File: config.mk
export PLATFORM = sky130hd
export DESIGN_NAME = base32_stream_codec_unit
export DESIGN_NICKNAME = d
export VERILOG_FILES = /design/src/hdl/b32sc_pkg.sv /design/src/hdl/b32sc_front.sv /design/src/hdl/b32sc_queue.sv /design/src/hdl/b32sc_back.sv /design/src/hdl/base32_stream_codec_unit.sv
export SDC_FILE = /design/constraint.sdc
export NUM_CORES = 1
export LEC_CHECK = 0
export BUFFER_PORTS_ARGS = -buffer_cell sky130_fd_sc_hd__buf_4
export CELL_PAD_IN_SITES_DETAIL_PLACEMENT = 1
export CELL_PAD_IN_SITES_GLOBAL_PLACEMENT = 1
export CORE_ASPECT_RATIO = 0.7
export CORE_UTILIZATION = 42
export CTS_CLUSTER_DIAMETER = 40
export DETAILED_ROUTE_END_ITERATION = 10
export GPL_TIMING_DRIVEN = 0
export PLACE_DENSITY_LB_ADDON = 0.25
export REMOVE_ABC_BUFFERS = 1
export SLEW_MARGIN = 20
export SYNTH_ARGS = -nofsm -noshare
export SYNTH_HDL_FRONTEND = slang
export SYNTH_SLANG_ARGS = --single-unit
File: constraint.sdc
create_clock -name aclk -period 5.4 [get_ports aclk]
set_input_delay 0.81 -clock aclk [delete_from_list [all_inputs] [get_ports aclk]]
set_output_delay 0.81 -clock aclk [all_outputs]
set_load 0.01 [all_outputs]
File: src/hdl/b32sc_pkg.sv
package b32sc_pkg;

    localparam int unsigned QueueDepth  = 2;
    localparam int unsigned ResultSlots = 3;

    localparam logic DirEncode = 1'b0;
    localparam logic DirDecode = 1'b1;

    // register index is carried by paddr[2]
    localparam logic RegDirection = 1'b0;

    localparam logic [3:0] GroupBits = 4'd5;
    localparam logic [3:0] ByteBits  = 4'd8;

    typedef struct packed {
        logic [7:0] out_byte;
        logic       data_present;
        logic       last;
        logic       bad_char;
    } result_t;

    typedef struct packed {
        logic [1:0]                   count;
        result_t [ResultSlots-1:0]    slot;
    } bundle_t;

    // 5-bit group to alphabet character
    function automatic logic [7:0] sym_of(input logic [4:0] v);
        logic [7:0] wide;
        wide = {3'b000, v};
        if (v < 5'd26) begin
            return 8'h41 + wide;
        end
        return 8'h31 + wide - 8'd26;
    endfunction

    // character to {valid, group}
    function automatic logic [5:0] val_of(input logic [7:0] c);
        logic [7:0] diff;
        diff = 8'h00;
        if (c >= 8'h41 && c <= 8'h5A) begin
            diff = c - 8'h41;
            return {1'b1, diff[4:0]};
        end
        if (c >= 8'h31 && c <= 8'h36) begin
            diff = c - 8'h31 + 8'd26;
            return {1'b1, diff[4:0]};
        end
        return 6'b000000;
    endfunction

endpackage

File: src/hdl/b32sc_front.sv
module b32sc_front (
    input  logic                aclk,
    input  logic                aresetn,
    input  logic                direction,
    input  logic                cfg_clear,
    input  logic                s_valid,
    output logic                s_ready,
    input  logic [7:0]          s_in_byte,
    input  logic                s_end_of_message,
    input  logic                q_ready,
    output logic                q_push,
    output b32sc_pkg::bundle_t  q_bundle
);

    logic [11:0] buf_reg, buf_next;
    logic [3:0]  cnt_reg, cnt_next;
    logic        err_reg, err_next;

    logic [11:0] buf_a;
    logic [3:0]  cnt_a;
    logic [3:0]  pad_sh;
    logic [11:0] shifted;
    logic [5:0]  vv;
    logic [1:0]  n;
    b32sc_pkg::result_t [b32sc_pkg::ResultSlots-1:0] res;
    logic        accept;

    assign s_ready = q_ready;
    assign accept  = s_valid && s_ready;

    always_comb begin
        res      = '0;
        n        = 2'd0;
        buf_next = buf_reg;
        cnt_next = cnt_reg;
        err_next = err_reg;
        buf_a    = 12'h000;
        cnt_a    = 4'd0;
        pad_sh   = 4'd0;
        shifted  = 12'h000;
        vv       = b32sc_pkg::val_of(s_in_byte);
        if (direction == b32sc_pkg::DirEncode) begin
            buf_a   = {buf_reg[3:0], s_in_byte};
            cnt_a   = cnt_reg + b32sc_pkg::ByteBits - b32sc_pkg::GroupBits;
            shifted = buf_a >> cnt_a;
            res[0]  = '{b32sc_pkg::sym_of(shifted[4:0]), 1'b1, 1'b0, 1'b0};
            n       = 2'd1;
            if (cnt_a >= b32sc_pkg::GroupBits) begin
                cnt_a   = cnt_a - b32sc_pkg::GroupBits;
                shifted = buf_a >> cnt_a;
                res[1]  = '{b32sc_pkg::sym_of(shifted[4:0]), 1'b1, 1'b0, 1'b0};
                n       = 2'd2;
            end
            if (s_end_of_message) begin
                if (cnt_a != 4'd0) begin
                    // pad leftover bits with zeros on the right
                    pad_sh  = b32sc_pkg::GroupBits - cnt_a;
                    shifted = buf_a << pad_sh;
                    res[n]  = '{b32sc_pkg::sym_of(shifted[4:0]), 1'b1, 1'b0, 1'b0};
                    n       = n + 2'd1;
                end
                res[n - 2'd1].last = 1'b1;
                buf_next = 12'h000;
                cnt_next = 4'd0;
                err_next = 1'b0;
            end else begin
                buf_next = buf_a;
                cnt_next = cnt_a;
            end
        end else if (err_reg) begin
            // drop input until the end of the message
            if (s_end_of_message) begin
                res[0]   = '{8'h00, 1'b0, 1'b1, 1'b1};
                n        = 2'd1;
                buf_next = 12'h000;
                cnt_next = 4'd0;
                err_next = 1'b0;
            end
        end else if (!vv[5]) begin
            res[0] = '{8'h00, 1'b0, s_end_of_message, 1'b1};
            n      = 2'd1;
            if (s_end_of_message) begin
                buf_next = 12'h000;
                cnt_next = 4'd0;
                err_next = 1'b0;
            end else begin
                err_next = 1'b1;
            end
        end else begin
            buf_a = {buf_reg[6:0], vv[4:0]};
            cnt_a = cnt_reg + b32sc_pkg::GroupBits;
            if (cnt_a >= b32sc_pkg::ByteBits) begin
                cnt_a   = cnt_a - b32sc_pkg::ByteBits;
                shifted = buf_a >> cnt_a;
                res[0]  = '{shifted[7:0], 1'b1, 1'b0, 1'b0};
                n       = 2'd1;
            end
            if (s_end_of_message) begin
                if (n != 2'd0) begin
                    res[0].last = 1'b1;
                end else begin
                    res[0] = '{8'h00, 1'b0, 1'b1, 1'b0};
                    n      = 2'd1;
                end
                buf_next = 12'h000;
                cnt_next = 4'd0;
                err_next = 1'b0;
            end else begin
                buf_next = buf_a;
                cnt_next = cnt_a;
            end
        end
    end

    assign q_push         = accept && (n != 2'd0);
    assign q_bundle.count = n;
    assign q_bundle.slot  = res;

    always_ff @(posedge aclk) begin
        if (!aresetn || cfg_clear) begin
            buf_reg <= 12'h000;
            cnt_reg <= 4'd0;
            err_reg <= 1'b0;
        end else if (accept) begin
            buf_reg <= buf_next;
            cnt_reg <= cnt_next;
            err_reg <= err_next;
        end
    end

endmodule

File: src/hdl/b32sc_queue.sv
module b32sc_queue #(
    parameter int unsigned Width = 8,
    parameter int unsigned Depth = 2
) (
    input  logic             aclk,
    input  logic             aresetn,
    input  logic             in_push,
    input  logic [Width-1:0] in_data,
    output logic             in_ready,
    input  logic             out_pop,
    output logic             out_valid,
    output logic [Width-1:0] out_data
);

    localparam int unsigned PtrW = (Depth > 1) ? $clog2(Depth) : 1;
    localparam int unsigned CntW = $clog2(Depth + 1);
    localparam logic [PtrW-1:0] LastPtr = PtrW'(Depth - 1);
    localparam logic [CntW-1:0] FullCnt = CntW'(Depth);

    logic [Width-1:0] entry_reg [Depth];
    logic [PtrW-1:0]  wr_ptr_reg, rd_ptr_reg;
    logic [CntW-1:0]  cnt_reg;
    logic             do_push, do_pop;

    assign in_ready  = (cnt_reg != FullCnt);
    assign out_valid = (cnt_reg != '0);
    assign out_data  = entry_reg[rd_ptr_reg];
    assign do_push   = in_push && in_ready;
    assign do_pop    = out_pop && out_valid;

    always_ff @(posedge aclk) begin
        if (do_push) begin
            entry_reg[wr_ptr_reg] <= in_data;
        end
    end

    always_ff @(posedge aclk) begin
        if (!aresetn) begin
            wr_ptr_reg <= '0;
            rd_ptr_reg <= '0;
            cnt_reg    <= '0;
        end else begin
            if (do_push) begin
                wr_ptr_reg <= (wr_ptr_reg == LastPtr) ? '0 : wr_ptr_reg + 1'b1;
            end
            if (do_pop) begin
                rd_ptr_reg <= (rd_ptr_reg == LastPtr) ? '0 : rd_ptr_reg + 1'b1;
            end
            if (do_push && !do_pop) begin
                cnt_reg <= cnt_reg + 1'b1;
            end else if (do_pop && !do_push) begin
                cnt_reg <= cnt_reg - 1'b1;
            end
        end
    end

endmodule

File: src/hdl/b32sc_back.sv
module b32sc_back (
    input  logic                aclk,
    input  logic                aresetn,
    input  logic                q_valid,
    input  b32sc_pkg::bundle_t  q_bundle,
    output logic                q_pop,
    output logic                m_valid,
    input  logic                m_ready,
    output logic [7:0]          m_out_byte,
    output logic                m_data_present,
    output logic                m_last,
    output logic                m_bad_char
);

    b32sc_pkg::bundle_t cur_reg;
    logic               cur_valid_reg;
    logic [1:0]         idx_reg;
    logic               m_valid_reg;
    b32sc_pkg::result_t m_data_reg;

    logic load, fire, last_slot, cur_free;

    assign load      = !m_valid_reg || m_ready;
    assign fire      = cur_valid_reg && load;
    assign last_slot = (idx_reg == cur_reg.count - 2'd1);
    assign cur_free  = !cur_valid_reg || (fire && last_slot);
    assign q_pop     = q_valid && cur_free;

    always_ff @(posedge aclk) begin
        if (fire) begin
            m_data_reg <= cur_reg.slot[idx_reg];
        end
        if (q_pop) begin
            cur_reg <= q_bundle;
        end
    end

    always_ff @(posedge aclk) begin
        if (!aresetn) begin
            m_valid_reg   <= 1'b0;
            cur_valid_reg <= 1'b0;
            idx_reg       <= 2'd0;
        end else begin
            if (load) begin
                m_valid_reg <= cur_valid_reg;
            end
            if (q_pop) begin
                cur_valid_reg <= 1'b1;
                idx_reg       <= 2'd0;
            end else if (fire) begin
                // advance to the next slot or retire the bundle
                if (last_slot) begin
                    cur_valid_reg <= 1'b0;
                end else begin
                    idx_reg <= idx_reg + 2'd1;
                end
            end
        end
    end

    assign m_valid        = m_valid_reg;
    assign m_out_byte     = m_data_reg.out_byte;
    assign m_data_present = m_data_reg.data_present;
    assign m_last         = m_data_reg.last;
    assign m_bad_char     = m_data_reg.bad_char;

endmodule

File: src/hdl/base32_stream_codec_unit.sv
// Unpadded Base32 codec (alphabet A-Z then 1-6) for byte streams; the direction register
// at address 0 picks encode (0) or decode (1), and writing it clears the message state.
// The front end takes one request per cycle while the queue has room, and turns it into
// a bundle of up to three results, which waits in a two-entry queue; the back end sends
// one result per cycle while m_ready is high, from its output register. An encoded byte
// yields one to three characters, one result each; a decoded character yields at most
// one. The sustained rate is set by the single result per cycle of the back end.
module base32_stream_codec_unit #(
    parameter int unsigned QueueDepth = b32sc_pkg::QueueDepth
) (
    input  logic        aclk,
    input  logic        aresetn,
    input  logic        s_valid,
    output logic        s_ready,
    input  logic [7:0]  s_in_byte,
    input  logic        s_end_of_message,
    output logic        m_valid,
    input  logic        m_ready,
    output logic [7:0]  m_out_byte,
    output logic        m_data_present,
    output logic        m_last,
    output logic        m_bad_char,
    input  logic        psel,
    input  logic        penable,
    input  logic        pwrite,
    input  logic [2:0]  paddr,
    input  logic [31:0] pwdata,
    output logic [31:0] prdata,
    output logic        pready
);

    logic               direction_reg;
    logic               cfg_clear;
    logic               q_push, q_ready, q_valid, q_pop;
    b32sc_pkg::bundle_t push_bundle, head_bundle;

    assign pready    = 1'b1;
    assign cfg_clear = psel && penable && pwrite && (paddr[2] == b32sc_pkg::RegDirection);
    assign prdata    = (paddr[2] == b32sc_pkg::RegDirection) ? {31'd0, direction_reg} : 32'd0;

    always_ff @(posedge aclk) begin
        if (!aresetn) begin
            direction_reg <= b32sc_pkg::DirEncode;
        end else if (cfg_clear) begin
            direction_reg <= pwdata[0];
        end
    end

    b32sc_front u_front (
        .aclk             (aclk),
        .aresetn          (aresetn),
        .direction        (direction_reg),
        .cfg_clear        (cfg_clear),
        .s_valid          (s_valid),
        .s_ready          (s_ready),
        .s_in_byte        (s_in_byte),
        .s_end_of_message (s_end_of_message),
        .q_ready          (q_ready),
        .q_push           (q_push),
        .q_bundle         (push_bundle)
    );

    b32sc_queue #(
        .Width ($bits(b32sc_pkg::bundle_t)),
        .Depth (QueueDepth)
    ) u_queue (
        .aclk      (aclk),
        .aresetn   (aresetn),
        .in_push   (q_push),
        .in_data   (push_bundle),
        .in_ready  (q_ready),
        .out_pop   (q_pop),
        .out_valid (q_valid),
        .out_data  (head_bundle)
    );

    b32sc_back u_back (
        .aclk           (aclk),
        .aresetn        (aresetn),
        .q_valid        (q_valid),
        .q_bundle       (head_bundle),
        .q_pop          (q_pop),
        .m_valid        (m_valid),
        .m_ready        (m_ready),
        .m_out_byte     (m_out_byte),
        .m_data_present (m_data_present),
        .m_last         (m_last),
        .m_bad_char     (m_bad_char)
    );

endmodule

==> results.yml, run 1 <==
finish:
  final_util_pct: 48.5
  num_antenna_cells: 0
  syn2layout_area_growth_pct: 12.3
  drive_above_1_share_pct: 19.8
  layout_commonest_cell: "edfxtp_1"
  largest_register_ffs: 62
  final_cell_mix: "edfxtp_1, nand2_1, mux2i_1, o21ai_0, mux2_2"
  fin_nets: 818
placed_design:
  dp_hpwl_um: 14700
  routabilityCongestion: 0.864
  port_buffers: 31
die:
  initial_core_util_pct: 43.2
  fp.dieW_um: 165
  core_area_sq_mm: 0.0182
  die_height_um: 116
  std_cell_rows: 41
  die_area_sq_mm: 0.0192
  io_pins: 97
critical_path:
  critPathSlowestCell: "xnor2_1"
  rr_worst_depth: 12
  worstSetupPathDepth: 12
  cp_cell_sequence: "o21ai_1 -> xnor2_1 -> o21ai_0 -> inv_1 -> ha_1 -> nor4_1 -> nor4_1 -> xor2_1 -> ha_1 -> o311ai_0 -> xnor2_1 -> o211ai_1"
  worstPathArrival_ns: 5.35
  cp.required_ns: 5.54
  slowest_delay_ns: 0.89
  critPathBufInv: 1
  worstPathMaxFanout: 15
  crit_path_end_kind: "flop"
  criticalPathCategory: "flop to flop"
  critPathLaunchType: "flop"
  critPathTopFamily: "compound AO/OA/AOI/OAI gates"
drt:
  drtIter0Drc: 568
  drt_pre_antenna_iters: 8
  num_vias: 5941
  wl_per_cell_um: 21.6
  vias_per_cell: 5.95
  drt_wl_total_um: 21500
  drc: 8
  ant_nets: 0
synthesis:
  synth-main-ff-cell: "edfxtp_1"
  syn_area_sq_mm: 0.00785
  ys_types: 75
  synth_seq_cells: 125
  synth_edf_count: 104
  netlist_instances: 733
  synth-seq-area-share_pct: 45.2
  avgSynthCellArea_sq_um: 10.7
  synthArstFlopShare_pct: 0
  yosysWarnings: 0
grt:
  grt_max_degree: 37
  grt_antenna_before_repair: 0
  grt_util_all_layers_pct: 23.1
  overflow: 0
  grt_pass1_vias: 5885
  grt_pass1_wl_um: 33000
pwr:
  power_mw: 4.29
  irDropWorstVdd_mv: 0.250
  power_density_mw_per_mm2: 487
  p_leak_nw: 3.03
clocking:
  numCtsBuffers: 17
  cts.clk_slew.worst_paths_ns: 0.06
  root_buffer: "clkbuf_16"
  htree_num_levels: 4
  clk_latency_ns: 0.42
  cts_buffer_depth: 2
  cts.sinks: 125
  cts_tree: "built"
  holdBufCountCts: 0
timing:
  setup_viol: 0
  fmax_mhz: 192
  worst_pin_slew_ns: 1.05
  min_period_over_period_pct: 96.5
  fin_crit_ns: 5.21
  slew_viol_final: 0
  rsz0062_at_grt: "no"
  hold_violations: 0
  slew_headroom_pct: 29.8
  skew_ns: 0.0111
outcome:
  violations: "DRC"
  run_status: "finished with violations"
flow_run:
  cap_violations: 0
worst_hold_path:
  min_delay_path_depth: 2
  hold_class: "flop to flop"
[per-stage QoR]
stage	hold slack [ns]	cells	cell area, sq um	setup WS (ns)	TNS, ns
after floorplan	0.444	687	7500	-2.04	-122.53
after global placement	0.458	954	8030	-4.70	-370.21
after global routing	0.524	998	8810	0.0973	0
after CTS	0.489	994	8750	0.0341	0
final	0.479	998	8810	0.189	0
after detailed placement	0.476	958	8140	-0.477	-23.19
[synth_stat cells, drive strengths merged (2+ instances only)]
master | instances | area share, %
buf | 49 | 4.5
o21a | 3 | 0.29
nand4b | 2 | 0.22
nand4 | 6 | 0.48
o2111ai | 2 | 0.22
nor4b | 2 | 0.30
o211ai | 9 | 0.86
or4 | 4 | 0.38
nand2b | 14 | 1.1
xor2 | 9 | 1.2
nor3b | 3 | 0.29
a21oi | 29 | 1.9
a21o | 4 | 0.38
o31a | 2 | 0.22
nor2 | 39 | 1.9
and3 | 3 | 0.24
nor4 | 9 | 0.88
nand3 | 17 | 1.1
o22ai | 10 | 0.80
mux4 | 9 | 2.6
a22oi | 6 | 0.57
a32oi | 2 | 0.22
nand2 | 60 | 2.9
o21ai | 40 | 2.6
dfxtp | 21 | 5.4
mux2i | 47 | 6.0
conb | 2 | 0.096
or2 | 2 | 0.16
o311ai | 3 | 0.33
ha | 18 | 2.9
and2 | 10 | 0.80
o32ai | 6 | 0.67
a211oi | 9 | 0.86
xnor2 | 16 | 1.9
a21boi | 5 | 0.48
edfxtp | 104 | 40
o31ai | 8 | 0.77
nor3 | 11 | 0.77
a221oi | 4 | 0.45
mux2 | 38 | 5.5
nor2b | 14 | 1.1
inv | 20 | 0.96
or3 | 5 | 0.40
a31oi | 10 | 0.88
clkbuf | 31 | 1.5
[repair_timing]
| action | in CTS | in global routing |
|---|---|---|
| setup endpoints to repair | 73 | 51 |
| buffers inserted | 4 | 4 |
| resized for setup | 3 | 5 |
| pin swaps | 1 | 0 |
[layout make-up]
cell class	count	area, sq um
flip-flops and latches	125	3550
fillers	1942	9350
multi-input cells	542	3950
inverters	20	78.8
well taps	236	295
clock inverters	15	111
repair buffers	43	400
clock buffers	17	425
[layer usage]
| layer | GRT usage (%) | routed length, um | vias to the layer above |
|---|---|---|---|
| met3 | 5.36 | 1200 | 18 |
| li1 | - | - | 2716 |
| met5 | 0 | 0 | - |
| met1 | 32.0 | 10200 | 3017 |
| met2 | 36.4 | 9850 | 190 |
| met4 | 6.61 | 261 | 0 |
[worst min-delay path: stages (launching register included)]
cell and delay, ns:
dfxtp_1 0.32, inv_1 0.05, a21boi_0 0.06
[power by group]
| group | leakage, nW | internal, mW | switching [mW] |
|---|---|---|---|
| clock | 0.259 | 0.592 | 0.458 |
| combinational | 1.62 | 0.664 | 0.970 |
| sequential | 1.15 | 1.46 | 0.145 |
[path summary, 6_finish.rpt]
check | from | end | slack, ns
max | u_front.cnt_reg[2]$_SDFFE_PP0P_ | u_queue.entry_reg[1][17]$_DFFE_PP_ | 0.19
min | u_back.cur_valid_reg$_SDFFE_PN0P_ | u_back.m_valid$_SDFFE_PN0P_ | 0.48
max reg2reg | u_front.cnt_reg[2]$_SDFFE_PP0P_ | u_queue.entry_reg[1][17]$_DFFE_PP_ | 0.19
min reg2reg | u_back.cur_valid_reg$_SDFFE_PN0P_ | u_back.m_valid$_SDFFE_PN0P_ | 0.48
[cell families (layout without fill, tap and decap cells)]
kind of cell / Yosys count / in the layout / synth area share, %
muxes: 94 / 94 / 14.0
buffers and inverters: 100 / 95 / 6.94
other: 2 / 36 / 0.0957
AOI/OAI and AO/OA: 162 / 162 / 13.8
adders and majority gates: 18 / 18 / 2.87
and+or+nand+nor: 206 / 206 / 13.7
xor gates and xnor gates: 26 / 26 / 3.38
DFF: 125 / 125 / 45.2
Note: power is estimated with default switching activity, not from simulation.
==> inputs of run 2 (changes only) <==
--- a/config.mk
+++ b/config.mk
@@ -15,6 +15,7 @@
 export GPL_TIMING_DRIVEN = 0
 export PLACE_DENSITY_LB_ADDON = 0.25
 export REMOVE_ABC_BUFFERS = 1
+export SETUP_SLACK_MARGIN = 0.3
 export SLEW_MARGIN = 20
 export SYNTH_ARGS = -nofsm -noshare
 export SYNTH_HDL_FRONTEND = slang
==> run 2 against run 1 <==
- the flow still finishes with violations (DRC)
- final area grew 0.11%
- hold slack is essentially flat
- flip-flop and latch count is the same
- sequential power is essentially flat
==> results.yml, run 2 (same netlist as run 1, synthesis figures left out) <==
drt:
  drc: 8
  ant_nets: 0
  drt_wl_total_um: 21600
  drt_pre_antenna_iters: 8
  num_vias: 5957
  wl_per_cell_um: 21.6
  drtIter0Drc: 532
  vias_per_cell: 5.97
placed_design:
  port_buffers: 31
  dp_hpwl_um: 14700
  routabilityCongestion: 0.864
  place_ws_ns: -0.477
die:
  fp.dieW_um: 165
  die_area_sq_mm: 0.0192
  initial_core_util_pct: 43.2
  io_pins: 97
  std_cell_rows: 41
  core_area_sq_mm: 0.0182
  die_height_um: 116
grt:
  gr-usage-met2_pct: 36.5
  grt_util_all_layers_pct: 23.3
  grt_max_degree: 37
  grt_pass1_wl_um: 33200
  overflow: 0
  grt_antenna_before_repair: 0
  grt_use_met3_pct: 5.86
  gr-max-usage-layer: "met2"
  grt_pass1_vias: 5935
  use_met1_pct: 32.1
timing:
  hold_slack_ns: 0.479
  worst_pin_slew_ns: 0.905
  min_period_over_period_pct: 91.3
  fin_ws_ns: 0.469
  rsz0062_at_grt: "no"
  fin_crit_ns: 4.93
  setup_viol: 0
  slew_viol_final: 0
  skew_ns: 0.0106
  fmax_mhz: 203
  hold_violations: 0
  slew_headroom_pct: 39.0
finish:
  final_cell_mix: "edfxtp_1, nand2_1, mux2i_1, o21ai_0, mux2_2"
  fin_nets: 817
  fill_cells: 1946
  syn2layout_area_growth_pct: 12.4
  final_util_pct: 48.6
  drive_above_1_share_pct: 19.8
  num_antenna_cells: 0
  largest_register_ffs: 62
  layout_commonest_cell: "edfxtp_1"
critical_path:
  cp.required_ns: 5.54
  criticalPathCategory: "flop to flop"
  startpoint: "u_front.cnt_reg[2]$_SDFFE_PP0P_"
  worstPathMaxFanout: 15
  worstPathArrival_ns: 5.07
  ff2ff_setup_slack_ns: 0.47
  critPathLaunchType: "flop"
  crit_path_end_kind: "flop"
  crit_path_end: "u_queue.entry_reg[1][17]$_DFFE_PP_"
  r2r_end: "u_queue.entry_reg[1][17]$_DFFE_PP_"
  r2r-start: "u_front.cnt_reg[2]$_SDFFE_PP0P_"
  rr_worst_depth: 12
clocking:
  cts.sinks: 125
  numCtsBuffers: 17
  root_buffer: "clkbuf_16"
  clk_latency_ns: 0.42
  cts_tree: "built"
  cts_buffer_depth: 2
  cts.clk_slew.worst_paths_ns: 0.06
  htree_num_levels: 4
flow_run:
  cap_violations: 0
pwr:
  power_density_mw_per_mm2: 487
  p_leak_nw: 3.04
  irDropWorstVdd_mv: 0.250
outcome:
  run_status: "finished with violations"
  violations: "DRC"
worst_hold_path:
  hold_class: "flop to flop"
## run 2: cell types whose count changed in the layout (fill, tap and decap cells not counted), sizes merged
cell / delta
buf: -1
## run 2: cell type report
cell class              instances  area, sq um  share of cell area [%]
flip-flops and latches        125         3550                    40.3
inverters                      20         78.8                   0.894
clock inverters                15          111                    1.26
well taps                     236          295                    3.35
multi-input cells             542         3970                    45.0
repair buffers                 42          393                    4.46
clock buffers                  17          425                    4.82
## run 2: where the power goes
part / switching (mW) / leakage [nW] / total (mW) / internal [mW]
clock network: 0.458 / 0.259 / 1.05 / 0.592
logic: 0.974 / 1.63 / 1.64 / 0.663
registers: 0.146 / 1.15 / 1.61 / 1.46
## run 2: metal layers
layer	vias to the layer above	part of all wire (%)
met2	220	46
met1	2991	46
li1	2714	-
met3	32	6.8
met5	-	0
met4	0	1.3
## run 2: how the worst min path moves through the flow
stage	slack [ns]	cells after the start	end	start
final	0.48	2	u_back.m_valid$_SDFFE_PN0P_	u_back.cur_valid_reg$_SDFFE_PN0P_
after global routing	0.52	2	u_back.m_valid$_SDFFE_PN0P_	u_back.cur_valid_reg$_SDFFE_PN0P_
after CTS	0.49	2	u_back.m_valid$_SDFFE_PN0P_	u_back.cur_valid_reg$_SDFFE_PN0P_
after detailed placement	0.48	2	u_back.m_valid$_SDFFE_PN0P_	u_back.cur_valid_reg$_SDFFE_PN0P_
after global placement	0.46	2	u_back.m_valid$_SDFFE_PN0P_	u_back.cur_valid_reg$_SDFFE_PN0P_
after floorplan	0.44	2	u_back.m_valid$_SDFFE_PN0P_	u_back.cur_valid_reg$_SDFFE_PN0P_
## run 2: through the flow
step                total power, mW  area, sq um  TNS (ns)  cells
floorplan                      2.66         7500   -122.53    687
global placement               3.07         8030   -370.21    954
detailed placement             3.18         8140    -23.19    958
CTS                            4.30         8790         0    997
global route                   4.51         8820         0    997
finish                         4.29         8820         0    997
## run 2: critical path, stage by stage, from the launching register on
cell and delay [ns]:
dfxtp_1 0.85, o21ai_1 0.33, xnor2_2 0.35, o21ai_0 0.81, inv_1 0.11, ha_1 0.26, nor4_1 0.53, nor4_2 0.13
xor2_1 0.18, ha_1 0.22, o311ai_0 0.44, xnor2_1 0.24, o211ai_1 0.19
## run 2: what timing repair did
item / CTS / global route
gates resized for setup: 7 / 4
buffers inserted: 7 / 0
hold buffers: 0 / 0
pin swaps: 1 / 0
endpoints found under the setup margin: 81 / 5
cloned: 0 / 0
==> inputs of run 3 (changes only) <==
--- a/config.mk
+++ b/config.mk
@@ -5,7 +5,7 @@
 export SDC_FILE = /design/constraint.sdc
 export NUM_CORES = 1
 export LEC_CHECK = 0
-export BUFFER_PORTS_ARGS = -buffer_cell sky130_fd_sc_hd__buf_4
+export BUFFER_PORTS_ARGS = -buffer_cell sky130_fd_sc_hd__buf_2
 export CELL_PAD_IN_SITES_DETAIL_PLACEMENT = 1
 export CELL_PAD_IN_SITES_GLOBAL_PLACEMENT = 1
 export CORE_ASPECT_RATIO = 0.7
==> run 3 against run 2 <==
- the run still ends with DRC left
- register-to-register slack gained 0.11 ns
- clock power grew 7%
- first-iteration DRC count shrank 17%
==> results.yml, run 3 (same netlist as run 1, synthesis figures left out) <==
die:
  core_area_sq_mm: 0.0182
  io_pins: 97
  fp.dieW_um: 165
  initial_core_util_pct: 43.2
  die_height_um: 116
  std_cell_rows: 41
  die_area_sq_mm: 0.0192
critical_path:
  critPathLaunchType: "flop"
  slowest_delay_ns: 0.49
  critPathSlowestCell: "dfxtp_4"
  critPathTopFamily: "compound AO/OA/AOI/OAI gates"
  criticalPathCategory: "flop to flop"
  cp_cell_sequence: "buf_12 -> clkinvlp_4 -> buf_4 -> ha_4 -> nand2b_1 -> a21oi_1 -> o31a_1 -> nor2_4 -> o21ai_0 -> nand3_1 -> ha_1 -> and2_1 -> a211oi_2 -> nor2b_4 -> buf_12"
  cp.required_ns: 5.51
  critPathBufInv: 4
  crit_path_frequent_cell: "buf_12"
  crit_path_end_kind: "flop"
  worstPathMaxFanout: 34
  worstPathArrival_ns: 4.93
grt:
  gr-max-usage-layer: "met2"
  overflow: 0
  use_met1_pct: 33.8
  grt_util_all_layers_pct: 24.2
  grt_antenna_before_repair: 0
  grt_pass1_wl_um: 34600
  grt_max_degree: 35
  gr-usage-met2_pct: 38.3
  grt_use_met3_pct: 4.51
  grt_pass1_vias: 6002
drt:
  drt_wl_total_um: 22300
  drt_pre_antenna_iters: 8
  num_vias: 5946
  wl_per_cell_um: 22.3
  ant_nets: 0
  drc: 8
  drtIter0Drc: 442
  vias_per_cell: 5.97
placed_design:
  port_buffers: 31
  dp_hpwl_um: 15200
  post-place-cells: 958
  place_ws_ns: -0.349
  routabilityCongestion: 0.854
  post_dp_cell_area_sq_mm: 0.00806
timing:
  fin_setup_tns_ns: 0
  skew_ns: 0.00589
  rsz0062_at_grt: "no"
  fmax_mhz: 207
  worst_pin_slew_ns: 0.926
  fin_ws_ns: 0.581
  slew_headroom_pct: 38.2
  setup_viol: 0
  slew_viol_final: 0
  fin_crit_ns: 4.82
  hold_violations: 0
  min_period_over_period_pct: 89.2
finish:
  final_util_pct: 48.5
  final_cells: 996
  drive_above_1_share_pct: 19.9
  syn2layout_area_growth_pct: 12.3
  final_cell_mix: "edfxtp_1, nand2_1, mux2i_1, o21ai_0, mux2_2"
  multi_input_area_sq_mm: 0.00402
  num_antenna_cells: 0
  largest_register_ffs: 62
  register_area_sq_mm: 0.00355
  fin_area_sq_mm: 0.00881
  layout_commonest_cell: "edfxtp_1"
  fin_nets: 816
  fill_cells: 2005
clocking:
  htree_num_levels: 4
  cts_buffer_depth: 2
  cts_tree: "built"
  cts.sinks: 125
  cts.clk_slew.worst_paths_ns: 0.06
  clk_latency_ns: 0.42
  holdBufCountCts: 0
  numCtsBuffers: 17
  root_buffer: "clkbuf_16"
pwr:
  power_density_mw_per_mm2: 494
  p_leak_nw: 3.02
  irDropWorstVdd_mv: 0.305
worst_hold_path:
  hold_class: "flop to flop"
outcome:
  run_status: "finished with violations"
  violations: "DRC"
flow_run:
  cap_violations: 0
run 3: cell count changes in the layout (fill, tap and decap cells not counted), sizes merged:
cell      delta
clkinv       +2
inv          -5
buf          -1
bufinv       +2
clkinvlp     +1
run 3: final timing paths:
path | start | endpoint | slack [ns] | cells past startpoint
setup reg to reg | u_front.cnt_reg[0]$_SDFFE_PP0P_ | u_queue.entry_reg[0][28]$_DFFE_PP_ | 0.58 | 15
setup / recovery | u_front.cnt_reg[0]$_SDFFE_PP0P_ | u_queue.entry_reg[0][28]$_DFFE_PP_ | 0.58 | 15
hold / removal | u_back.cur_valid_reg$_SDFFE_PN0P_ | u_back.m_valid$_SDFFE_PN0P_ | 0.48 | 2
hold reg to reg | u_back.cur_valid_reg$_SDFFE_PN0P_ | u_back.m_valid$_SDFFE_PN0P_ | 0.48 | 2
run 3: per-stage QoR:
stage | total power, mW | hold WS [ns]
after floorplan | 2.66 | 0.444
after global placement | 3.05 | 0.460
after detailed placement | 3.17 | 0.471
after CTS | 4.35 | 0.481
after global routing | 4.58 | 0.511
final | 4.35 | 0.475
run 3: worst register-to-register path: stages (launching register included):
cell        delay, ns
dfxtp_4          0.49
buf_12           0.27
clkinvlp_4       0.18
buf_4            0.18
ha_4             0.22
nand2b_1         0.14
a21oi_1          0.40
o31a_1           0.40
nor2_4           0.16
o21ai_0          0.20
nand3_1          0.23
ha_1             0.38
and2_1           0.19
a211oi_2         0.41
nor2b_4          0.41
buf_12           0.25
run 3: routing by layer:
layer,vias up,wire (um)
li1,2708,-
met1,3037,10500
met2,174,10400
met3,27,1080
met4,0,327
met5,-,0
run 3: power by group:
group          switching, mW  leakage [nW]  internal [mW]  total, mW
logic                  0.990          1.60          0.642       1.63
clock network          0.439         0.271          0.676       1.12
registers              0.143          1.15           1.46       1.60
total                   1.57          3.02           2.78       4.35
run 3: repair_timing:
action,in CTS,in global routing
buffers inserted,6,0
pin swaps,1,0
setup endpoints to repair,81,57
gates resized for setup,9,9
run 3: cell type report:
cell class              count  share of cell area (%)
clock inverters            15                    1.68
inverters                  20                   0.895
flip-flops and latches    125                    40.3
repair buffers             41                    3.41
well taps                 236                    3.35
multi-input cells         542                    45.6
clock buffers              17                    4.83
